--- src/hdl/rau_pkg.sv ---
// ----------------------------------------------------------------------------
// rau_pkg
// Shared types, widths and codes of the rational arithmetic unit.
// ----------------------------------------------------------------------------
package rau_pkg;

  localparam int MAG_WIDTH = 31;
  localparam int DW        = 64;
  localparam int CNT_W     = $clog2(DW);

  typedef logic [MAG_WIDTH-1:0]   mag_t;
  typedef logic [2*MAG_WIDTH-1:0] prod_t;
  typedef logic [DW-1:0]          word_t;

  localparam logic [2:0] CMD_ADD = 3'd0;
  localparam logic [2:0] CMD_SUB = 3'd1;
  localparam logic [2:0] CMD_MUL = 3'd2;
  localparam logic [2:0] CMD_DIV = 3'd3;
  localparam logic [2:0] CMD_CMP = 3'd4;

  localparam logic [1:0] CMP_LT = 2'd0;
  localparam logic [1:0] CMP_EQ = 2'd1;
  localparam logic [1:0] CMP_GT = 2'd2;

  localparam logic [1:0] ST_OK       = 2'd0;
  localparam logic [1:0] ST_ZERO_DEN = 2'd1;
  localparam logic [1:0] ST_DIV_ZERO = 2'd2;
  localparam logic [1:0] ST_OVERFLOW = 2'd3;

  typedef enum logic {
    ALU_ADD = 1'b0,
    ALU_SUB = 1'b1
  } alu_op_t;

  typedef struct packed {
    logic carry;   // carry out on add, borrow on subtract
    logic zero;
  } alu_flags_t;

endpackage

--- src/hdl/rau_mul.sv ---
// ----------------------------------------------------------------------------
// rau_mul
// Magnitude multiplier with a registered product.
// ----------------------------------------------------------------------------
module rau_mul
  import rau_pkg::*;
(
  input  logic  clk,
  input  mag_t  a,
  input  mag_t  b,
  output prod_t prod
);

  always_ff @(posedge clk) begin
    prod <= prod_t'(a) * prod_t'(b);
  end

endmodule

--- config.mk ---
export PLATFORM = sky130hd
export DESIGN_NAME = rau_mul
export DESIGN_NICKNAME = d
export VERILOG_FILES = /design/src/hdl/rau_pkg.sv /design/src/hdl/rau_mul.sv
export SDC_FILE = /design/constraint.sdc
export NUM_CORES = 2
export LEC_CHECK = 0
export BUFFER_PORTS_ARGS = -buffer_cell sky130_fd_sc_hd__buf_2
export CAP_MARGIN = 20
export CORE_MARGIN = 3
export CORE_UTILIZATION = 55
export DETAILED_ROUTE_END_ITERATION = 8
export HOLD_SLACK_MARGIN = 0.03
export PLACE_DENSITY_LB_ADDON = 0.08
export REMOVE_ABC_BUFFERS = 1
export SYNTH_ARGS = -nofsm -noshare
export SYNTH_HDL_FRONTEND = slang
export SYNTH_SLANG_ARGS = --single-unit
--- constraint.sdc ---
create_clock -name clk -period 19.9 [get_ports clk]
set_input_delay 0.995 -clock clk [delete_from_list [all_inputs] [get_ports clk]]
set_output_delay 0.995 -clock clk [all_outputs]
set_load 0.01 [all_outputs]
==> results.cfg <==
[cts]
cts_post_setup_buffers_inserted = 0
ctsHoldBuffers = 0
cts_resized = 0
htree_levels = 3
root_buffer = clkbuf_16
clkTransAtPathRegs_ps = 60
cts_tree = built
clock_path_buffers = 2
clock_sinks = 62
cts_buffers = 9

[setup_path]
critPathMaxFanout = 31
crit_arrival_ps = 8750
critPathRequiredTime_ps = 20200
end_kind = register
worstSetupPathType = in -> reg
critical_path.startpoint_type = input port

[floorplan]
ios = 125
die_h_um = 249
coreArea_mm2 = 0.0581
rows = 88
start_util = 0.560
dieArea_mm2 = 0.0621
die_x_um = 249

[finish]
fin_util = 0.579
largest_register = prod
reg_top3 = prod (62)
largest_reg_flops = 62
fillCellCount = 5280
drive_above_1_share = 0.0475
fin_nets = 4601
area_delta_synth_final_pct = 3.37
final_area_mm2 = 0.0337

[yosys]
synth.area.top_cells = fa_1 51%, and2_1 10%, ha_1 9.8%, inv_1 8.9%, nand2_1 5.6%
synthTopCellsByCount = 837 x fa_1, 768 x inv_1, 525 x and2_1
synth_area_per_cell_um2 = 9.25
yosysWarnings = 0
ys_seq_area_frac = 0.0381
yosysMostFrequentCell = fa_1
synth_cells = 3520
synth_top_cell_by_area = fa_1
yosys_register_bits = 62
synthArstFlopShare = 0
synth_compound_area_frac = 0.0439
muxShareOfSynthArea = 0.000346
synth_top_area_frac = 0.515
dominantRegCellSynth = dfxtp_1
synth-edff-count = 0
synth_xor_area_frac = 0.0161
synth_top_family_by_area = adder cells
synth_cell_types = 57
synthSimpleGateAreaFrac = 0.175
synth_area_mm2 = 0.0326
synth-adder-area-share = 0.613

[timing]
setup_viol = 0
max_slew_margin = 0.322
max_freq_ghz = 0.118
fin_crit_sh = 0.425
worst_pin_slew_ps = 1020
maxSlewViolCount = 0
timing.final.crit_period_ps = 8450
postLayoutSetupSlackWorst_ps = 11450
tns_ps = 0
rsz0062_at_grt = no
final_hold_viol_count = 0

[global_routing]
grt_max_degree = 32
grt_pass1_wl_um = 149000
grt_pass1_vias = 26447
grt_overflow = 0
antenna_found_initial = 2
grt_use_total = 0.311

[drt]
wirelength_um = 92600
firstDrtPassIters = 5
wl_met3_um = 6610
wl_met2_um = 44400
postRouteAntennaNets = 0
met1Wirelength_um = 38200
drt_iter0_markers = 1507
via_per_inst = 5.59
wire_per_inst_um = 22.0
topRoutingLayerUsed = met4
num_vias = 23583
drc_errors = 0

[place]
port_buffers = 124
placed_area_mm2 = 0.0333
dpl.hpwl_um = 71800
routabilityCongestion = 0.993
place_ws_ps = 11150

[worst_hold_path]
min_path_type = in -> reg
holdPathStages = 3

[flow_run]
drv_cap = 0

[run_status]
outcome = completed
metrics by stage:
stage,hold WS [ps],cells
6_report,1340,4217
5_1_grt,1320,4216
3_5_place_dp,1390,4200
4_1_cts,1300,4216
2_1_floorplan,1120,3307
3_3_place_gp,1390,4200
area by class of cell:
class | instances | area (um^2) | share of cell area
clock buffer | 9 | 225 | 0.00669
timing repair buffer | 128 | 651 | 0.0193
multi-input combinational | 2477 | 27600 | 0.821
clock inverter | 7 | 75.1 | 0.00223
antenna | 1 | 2.50 | 0.0000744
inverter | 768 | 2880 | 0.0857
sequential | 62 | 1240 | 0.0369
tap | 765 | 957 | 0.0284
layer usage:
| layer | global-route usage | up-vias |
|---|---|---|
| met1 | 0.423 | 12329 |
| met2 | 0.520 | 972 |
| li1 | - | 10084 |
| met4 | 0.0986 | 0 |
| met3 | 0.0429 | 198 |
| met5 | 0 | - |
worst max-delay path: stages:
cell and delay, ps:
buf_2 720, nand2_1 180, fa_1 550, fa_1 540, inv_1 60, fa_1 490, fa_1 570, fa_1 450
fa_1 410, fa_1 560, inv_1 60, fa_1 480, inv_1 50, ha_1 430, nand4_1 230, or4_1 440
nor2_1 260, and4_1 340, a32oi_1 160, o2111ai_1 190, a31oi_1 220, o21ai_2 170, xor2_1 140
cell families (layout without fill, tap and decap cells):
| kind of cell | count (synthesis) | count (layout) |
|---|---|---|
| buffers and inverters | 981 | 912 |
| DFF | 62 | 62 |
| AOI/OAI and AO/OA | 210 | 210 |
| other | 0 | 1 |
| muxes | 1 | 1 |
| and+or+nand+nor | 1114 | 1114 |
| adders and majority gates | 1092 | 1092 |
| xor gates and xnor gates | 60 | 60 |
cells in the final DEF, fill, tap and decap left out, types with 4 or more instances in the layout:
cell and n:
a211oi_1 6, a21o_1 49, a21oi_1 61, a31oi_1 7, and2_1 525, and3_1 6
and4_1 4, buf_2 124, buf_4 4, clkbuf_16 9, dfxtp_1 62, fa_1 837
ha_1 255, inv_1 768, nand2_1 482, nand2b_1 4, nand3_1 12, nand4_1 24
nor2_1 31, nor2b_1 5, nor3_1 8, o211ai_1 5, o21a_1 9, o21ai_0 22
o21ai_1 7, o21bai_1 13, xnor2_1 37, xor2_1 23
worst paths after layout:
check                  from                to  slack [ps]
worst max-delay path  b[16]  prod[60]$_DFF_P_       11450
worst min-delay path   a[0]   prod[0]$_DFF_P_        1340
Power is left out: the tool's default activity adds up to more than one toggle a clock period on the data nets, which glitch-free logic cannot reach.
