==> src/hdl/rau_pkg.sv <==
// ----------------------------------------------------------------------------
// rau_pkg
// Shared types, widths and codes of the rational arithmetic unit.
// ----------------------------------------------------------------------------
package rau_pkg;

  localparam int MAG_WIDTH = 31;
  localparam int DW        = 64;
  localparam int CNT_W     = $clog2(DW);

  typedef logic [MAG_WIDTH-1:0]   mag_t;
  typedef logic [2*MAG_WIDTH-1:0] prod_t;
  typedef logic [DW-1:0]          word_t;

  localparam logic [2:0] CMD_ADD = 3'd0;
  localparam logic [2:0] CMD_SUB = 3'd1;
  localparam logic [2:0] CMD_MUL = 3'd2;
  localparam logic [2:0] CMD_DIV = 3'd3;
  localparam logic [2:0] CMD_CMP = 3'd4;

  localparam logic [1:0] CMP_LT = 2'd0;
  localparam logic [1:0] CMP_EQ = 2'd1;
  localparam logic [1:0] CMP_GT = 2'd2;

  localparam logic [1:0] ST_OK       = 2'd0;
  localparam logic [1:0] ST_ZERO_DEN = 2'd1;
  localparam logic [1:0] ST_DIV_ZERO = 2'd2;
  localparam logic [1:0] ST_OVERFLOW = 2'd3;

  typedef enum logic {
    ALU_ADD = 1'b0,
    ALU_SUB = 1'b1
  } alu_op_t;

  typedef struct packed {
    logic carry;   // carry out on add, borrow on subtract
    logic zero;
  } alu_flags_t;

endpackage

==> src/hdl/rau_alu.sv <==
// ----------------------------------------------------------------------------
// rau_alu
// Shared adder/subtractor with carry and zero flags.
// ----------------------------------------------------------------------------
module rau_alu
  import rau_pkg::*;
(
  input  word_t      a,
  input  word_t      b,
  input  alu_op_t    op,
  output word_t      sum,
  output alu_flags_t flags
);

  logic [DW:0] full;

  always_comb begin
    if (op == ALU_SUB) begin
      full = {1'b0, a} - {1'b0, b};
    end else begin
      full = {1'b0, a} + {1'b0, b};
    end
  end

  assign sum         = full[DW-1:0];
  assign flags.carry = full[DW];
  assign flags.zero  = (full[DW-1:0] == '0);

endmodule

==> config.mk <==
export PLATFORM = sky130hd
export DESIGN_NAME = rau_alu
export DESIGN_NICKNAME = d
export VERILOG_FILES = /design/src/hdl/rau_pkg.sv /design/src/hdl/rau_alu.sv
export SDC_FILE = /design/constraint.sdc
export NUM_CORES = 1
export LEC_CHECK = 0
export BUFFER_PORTS_ARGS = -buffer_cell sky130_fd_sc_hd__buf_2
export CORE_ASPECT_RATIO = 0.5
export CORE_MARGIN = 10
export CORE_UTILIZATION = 58
export DETAILED_ROUTE_END_ITERATION = 16
export GPL_TIMING_DRIVEN = 0
export PLACE_DENSITY_LB_ADDON = 0.1
export SLEW_MARGIN = 20
export SYNTH_ARGS = -nofsm -noshare
export SYNTH_HDL_FRONTEND = slang
export SYNTH_SLANG_ARGS = --single-unit
==> constraint.sdc <==
create_clock -name vclk -period 19.81
set_input_delay 3.962 -clock vclk [all_inputs]
set_output_delay 3.962 -clock vclk [all_outputs]
set_load 0.01 [all_outputs]
==> impl_metrics.py, run 1 <==
metrics = {
    "routing": {
        "wl_mm": 21.9,
        "vias": 7578,
        "drt_iter0_markers": 562,
        "wire_per_inst_um": 17.7,
        "drt-pass1-iter-count": 6,
        "drcViolationCount": 0,
        "drtAntennaViolNets": 0,
        "via_per_inst": 6.14,
    },
    "floorplan": {
        "num_rows": 25,
        "initial_core_util": 0.604,
        "die_h_um": 90.7,
        "dieWidth_um": 161,
        "ios": 195,
        "core_sq_um": 9600,
        "die_area_sq_um": 14600,
    },
    "setup_path": {
        "crit_type": "in -> out",
        "crit_fanout": 9,
        "crit_arrival_ps": 10220,
        "crit_path_start_kind": "input pin",
        "endpoint_kind": "primary output",
        "required_ps": 15850,
    },
    "pwr": {
        "vdd_ir_drop_max_mv": 0.0340,
        "p_per_area_nw_per_um2": 50.9,
        "p_total_w": 0.000353,
        "power.leakage_nw": 3.11,
    },
    "global_route": {
        "gr-usage-all-layers": 0.267,
        "grt_overflow": 0,
        "grt_pass1_vias": 7282,
        "grt_antenna_before_repair": 1,
        "grt_max_degree": 11,
        "grt_pass1_wl_mm": 34.4,
    },
    "layout": {
        "n_fill_cell": 870,
        "drive_gt1_frac": 0.209,
        "nNetsFinal": 1295,
        "syn_to_final_growth_pct": 19.7,
        "seq_area_sq_um": 0,
        "seq_cells": 0,
        "clkbuf_count": 0,
    },
    "synthesis": {
        "syn_area_per_cell_sq_um": 6.42,
        "yosysWarningCount": 0,
        "ys_seq_area_frac": 0,
        "synth_cell_type_count": 72,
        "synth_area_sq_um": 5800,
        "syn-num-nets": 1099,
        "syn-instance-count": 904,
    },
    "clocking": {
        "postCtsHoldBufs": 0,
        "postCtsSetupBuffers": 0,
        "ctsResizeCount": 0,
    },
    "sta": {
        "timing.fmax_ghz": 0.0705,
        "worstMarginPinSlew_ps": 631,
        "min_period_ps": 14180,
        "max_slew_margin": 0.575,
        "rsz0062_at_grt": "no",
        "final.setup.tns_ps": 0,
        "min_period_over_period": 0.716,
        "setup_viol": 0,
        "maxSlewViolCount": 0,
        "hold_viol_final": 0,
    },
    "placed_design": {
        "place.gp.congestion": 0.948,
        "hpwlAfterDp_mm": 19.0,
        "io_buffers": 194,
    },
    "min_path": {
        "holdPathStages": 4,
        "holdPathEnd": "sum[0]",
        "worst_hold_startpoint": "b[0]",
        "hold_path_class": "in -> out",
    },
    "run_status": {
        "status": "finished, final reports clean",
    },
    "run": {
        "cap_violations": 0,
    },
}
power by group:
group / total (W) / switching [W] / leakage [nW] / internal [W]
Combinational: 0.000353 / 0.000215 / 3.11 / 0.000138
Sequential: 0 / 0 / 0 / 0
Clock: 0.00000000000675 / 0 / 0.00000634 / 0.00000000000675
Total: 0.000353 / 0.000215 / 3.11 / 0.000138
cell usage in the layout, fill, tap and decap left out, drive strengths merged, types with 4 or more instances in the layout:
master   count
o21a         7
or4          5
buf        214
a21o        17
and3        10
and2        14
a211oi       9
nor2        92
or3         16
ha          65
o211ai      13
a41oi        4
nand2b       8
xnor2       90
nand4       21
nand3       18
xor2        23
a31oi       24
o21ai       51
nor2b        5
clkbuf      25
o31ai        6
nand2       74
a2111oi      5
a41o         4
nor4         8
nor3        43
a21oi      121
and4         6
a21boi       7
o21bai      16
inv         42
Yosys cell counts, drive strengths merged, types with 17 or more instances:
library cell	number	area, sq um
a31oi	24	150
buf	20	104
nand4	21	138
clkbuf	25	96.3
xnor2	90	788
o21ai	51	255
a21oi	121	609
nor3	43	220
inv	42	158
nand3	18	90.1
ha	65	813
nand2	74	278
xor2	23	201
nor2	92	345
a21o	17	128
worst max path at each step:
stage                     slack, ps        to  start
after global placement         6040  flags[0]  b[12]
after detailed placement       5790  flags[0]  b[12]
after CTS                      5750  flags[0]  b[12]
final                          5630  flags[0]  b[11]
after global routing           5200  flags[0]  b[12]
after floorplan                7070  flags[0]  b[12]
through the flow:
step,utilization,cells,area [sq um],hold WS (ps),setup slack (ps)
finish,0.723,1234,6940,8330,5630
global route,0.723,1233,6940,8360,5200
CTS,0.723,1233,6940,8330,5750
detailed placement,0.723,1233,6940,8330,5790
global placement,0.723,1233,6940,8330,6040
floorplan,-,904,5800,8100,7070
cell type report:
| type | instances | area, sq um | area share |
|---|---|---|---|
| antenna | 1 | 2.50 | 0.000360 |
| buffer | 45 | 200 | 0.0288 |
| inverter | 42 | 158 | 0.0227 |
| multi-input combinational | 817 | 5440 | 0.784 |
| tap | 135 | 169 | 0.0243 |
| timing repair buffer | 194 | 971 | 0.140 |
critical path: stages:
cell and delay, ps:
buf_2 120, nor4_1 480, nand3_1 240, nor2_1 160, and2_1 210, and3_1 180, clkbuf_1 240, and3_1 290
and3_1 170, clkbuf_1 320, a21oi_1 150, xnor2_1 150, ha_1 260, buf_2 190, nand4_1 250, nor4_2 590
inv_1 80, a31oi_1 200, a41oi_1 100, nand2_1 130, a221oi_1 110, or4_1 520, nor4_1 500, nand4b_1 210
nor3_1 220, buf_2 160
per-layer routing:
metal	up-vias	track usage	wire, um
li1	3714	-	-
met1	3488	0.303	8890
met2	342	0.503	10700
met3	34	0.0632	2030
met4	0	0.0384	297
met5	-	0	0
cells by family after synthesis:
group                    Yosys count  synth area share
AND/OR/NAND/NOR                  333             0.293
AO/OA/AOI/OAI                    304             0.330
XOR/XNOR                         113             0.171
buffers and inverters             87            0.0617
adder cells (fa/ha/maj)           66             0.144
multiplexers                       1           0.00173
(Power assumes the default switching activity.)
==> run 2: changes to the inputs <==
CORE_UTILIZATION = 54   (was 58)
clock period = 14.78 ns   (was 19.81 ns; I/O delays follow)
==> run 2 against run 1 <==
Total power is 33% higher; setup slack worse by 2900 ps; core utilization is 5.1 points lower; highest routed layer is now met5.
==> impl_metrics.py, run 2 (synthesis results as in run 1) <==
metrics = {
    "run_status": {
        "status": "finished, final reports clean",
    },
    "routing": {
        "drcViolationCount": 0,
        "drt_iter0_markers": 539,
        "drtAntennaViolNets": 0,
        "wl_met2_mm": 10.4,
        "via_per_inst": 6.11,
        "top_layer": "met5",
        "drt-met1-wl_mm": 8.93,
        "wl_met3_mm": 1.86,
        "vias": 7568,
        "wire_per_inst_um": 17.5,
        "wl_mm": 21.6,
        "drt-pass1-iter-count": 6,
    },
    "setup_path": {
        "endpoint_kind": "primary output",
        "crit_slowest_cell": "nor4_2",
        "crit_type": "in -> out",
        "max_stage_delay_ps": 630,
        "cp-startpoint": "b[12]",
        "crit_fanout": 9,
        "crit_path_start_kind": "input pin",
        "crit_arrival_ps": 9140,
        "required_ps": 11820,
    },
    "pwr": {
        "clkPwrFrac": 0,
        "seqPwrFrac": 0,
        "power.leakage_nw": 3.11,
        "vdd_ir_drop_max_mv": 0.0444,
        "p_per_area_nw_per_um2": 67.9,
        "p_sw_w": 0.000287,
        "p_int_w": 0.000185,
        "pwr-share-comb": 1.000,
        "switching_share": 0.608,
    },
    "placed_design": {
        "placed_cell_area_sq_um": 6950,
        "place.gp.congestion": 0.979,
        "io_buffers": 194,
        "hpwlAfterDp_mm": 18.9,
        "dp_slack_ps": 2850,
    },
    "global_route": {
        "grt_antenna_before_repair": 2,
        "grt_max_degree": 11,
        "grt_pass1_wl_mm": 34.4,
        "grt_pass1_vias": 7359,
        "gr-usage-all-layers": 0.251,
        "grt_overflow": 0,
    },
    "layout": {
        "seq_cells": 0,
        "diodes": 0,
        "nNetsFinal": 1295,
        "final_area_sq_um": 6950,
        "drive_gt1_frac": 0.209,
        "seq_area_sq_um": 0,
        "n_fill_cell": 1010,
        "final_common_cell": "buf_2",
        "syn_to_final_growth_pct": 19.8,
        "clkbuf_count": 0,
        "final_cell_mix": "buf_2, a21oi_1, nor2_1",
    },
    "floorplan": {
        "num_rows": 26,
        "die_h_um": 93.3,
        "dieWidth_um": 167,
        "die_area_sq_um": 15500,
        "core_sq_um": 10300,
        "initial_core_util": 0.561,
        "ios": 195,
    },
    "sta": {
        "final.setup.tns_ps": 0,
        "maxSlewViolCount": 0,
        "rsz0062_at_grt": "no",
        "timing.fmax_ghz": 0.0827,
        "worstMarginPinSlew_ps": 744,
        "setup_viol": 0,
        "holdWs_ps": 6320,
        "hold_viol_final": 0,
        "max_slew_margin": 0.504,
        "min_period_over_period": 0.818,
        "min_period_ps": 12090,
        "setup_ws_ps": 2690,
    },
    "min_path": {
        "hold_path_class": "in -> out",
        "worst_hold_startpoint": "b[0]",
    },
    "clocking": {
        "postCtsHoldBufs": 0,
        "ctsResizeCount": 0,
        "postCtsSetupBuffers": 0,
    },
    "run": {
        "cap_violations": 0,
    },
}
==> run 2: cell type report <==
cell class                      instances  area, sq um  area share
Inverter                               42          158      0.0227
Buffer                                 45          200      0.0288
Multi-Input combinational cell        817         5440       0.783
Timing Repair Buffer                  194          971       0.140
Tap cell                              140          175      0.0252
==> run 2: path summary, 6_finish.rpt <==
path	cells past startpoint	slack [ps]	endpoint
setup / recovery	26	2690	flags[0]
hold / removal	4	6320	sum[0]
==> run 2: metrics by stage <==
stage	util	total power (W)	std cells
6_report	0.671	0.000472	1238
5_1_grt	0.671	0.000517	1238
4_1_cts	0.671	0.000469	1238
3_5_place_dp	0.671	0.000465	1238
3_3_place_gp	0.671	0.000462	1238
2_1_floorplan	-	0.000310	904
==> run 2: layer usage <==
layer  vias up  GRT usage
met5         -          0
met4         4     0.0531
met3        38     0.0526
met2       326      0.470
met1      3474      0.290
li1       3726          -
==> run 2: worst max-delay path, delay by kind of cell <==
family          cells  cell delay (ps)
simple gates       14             4100
xor+xnor            1              160
fa+ha+maj           1              270
buf+inv             6             1100
compound gates      4              560
==> run 2: power groups by stage <==
stage / Combinational, W / Clock, W / Sequential, W
global route: 0.000517 / 0 / 0
detailed placement: 0.000465 / 0 / 0
global placement: 0.000462 / 0 / 0
finish: 0.000472 / 0 / 0
floorplan: 0.000310 / 0 / 0
CTS: 0.000469 / 0 / 0
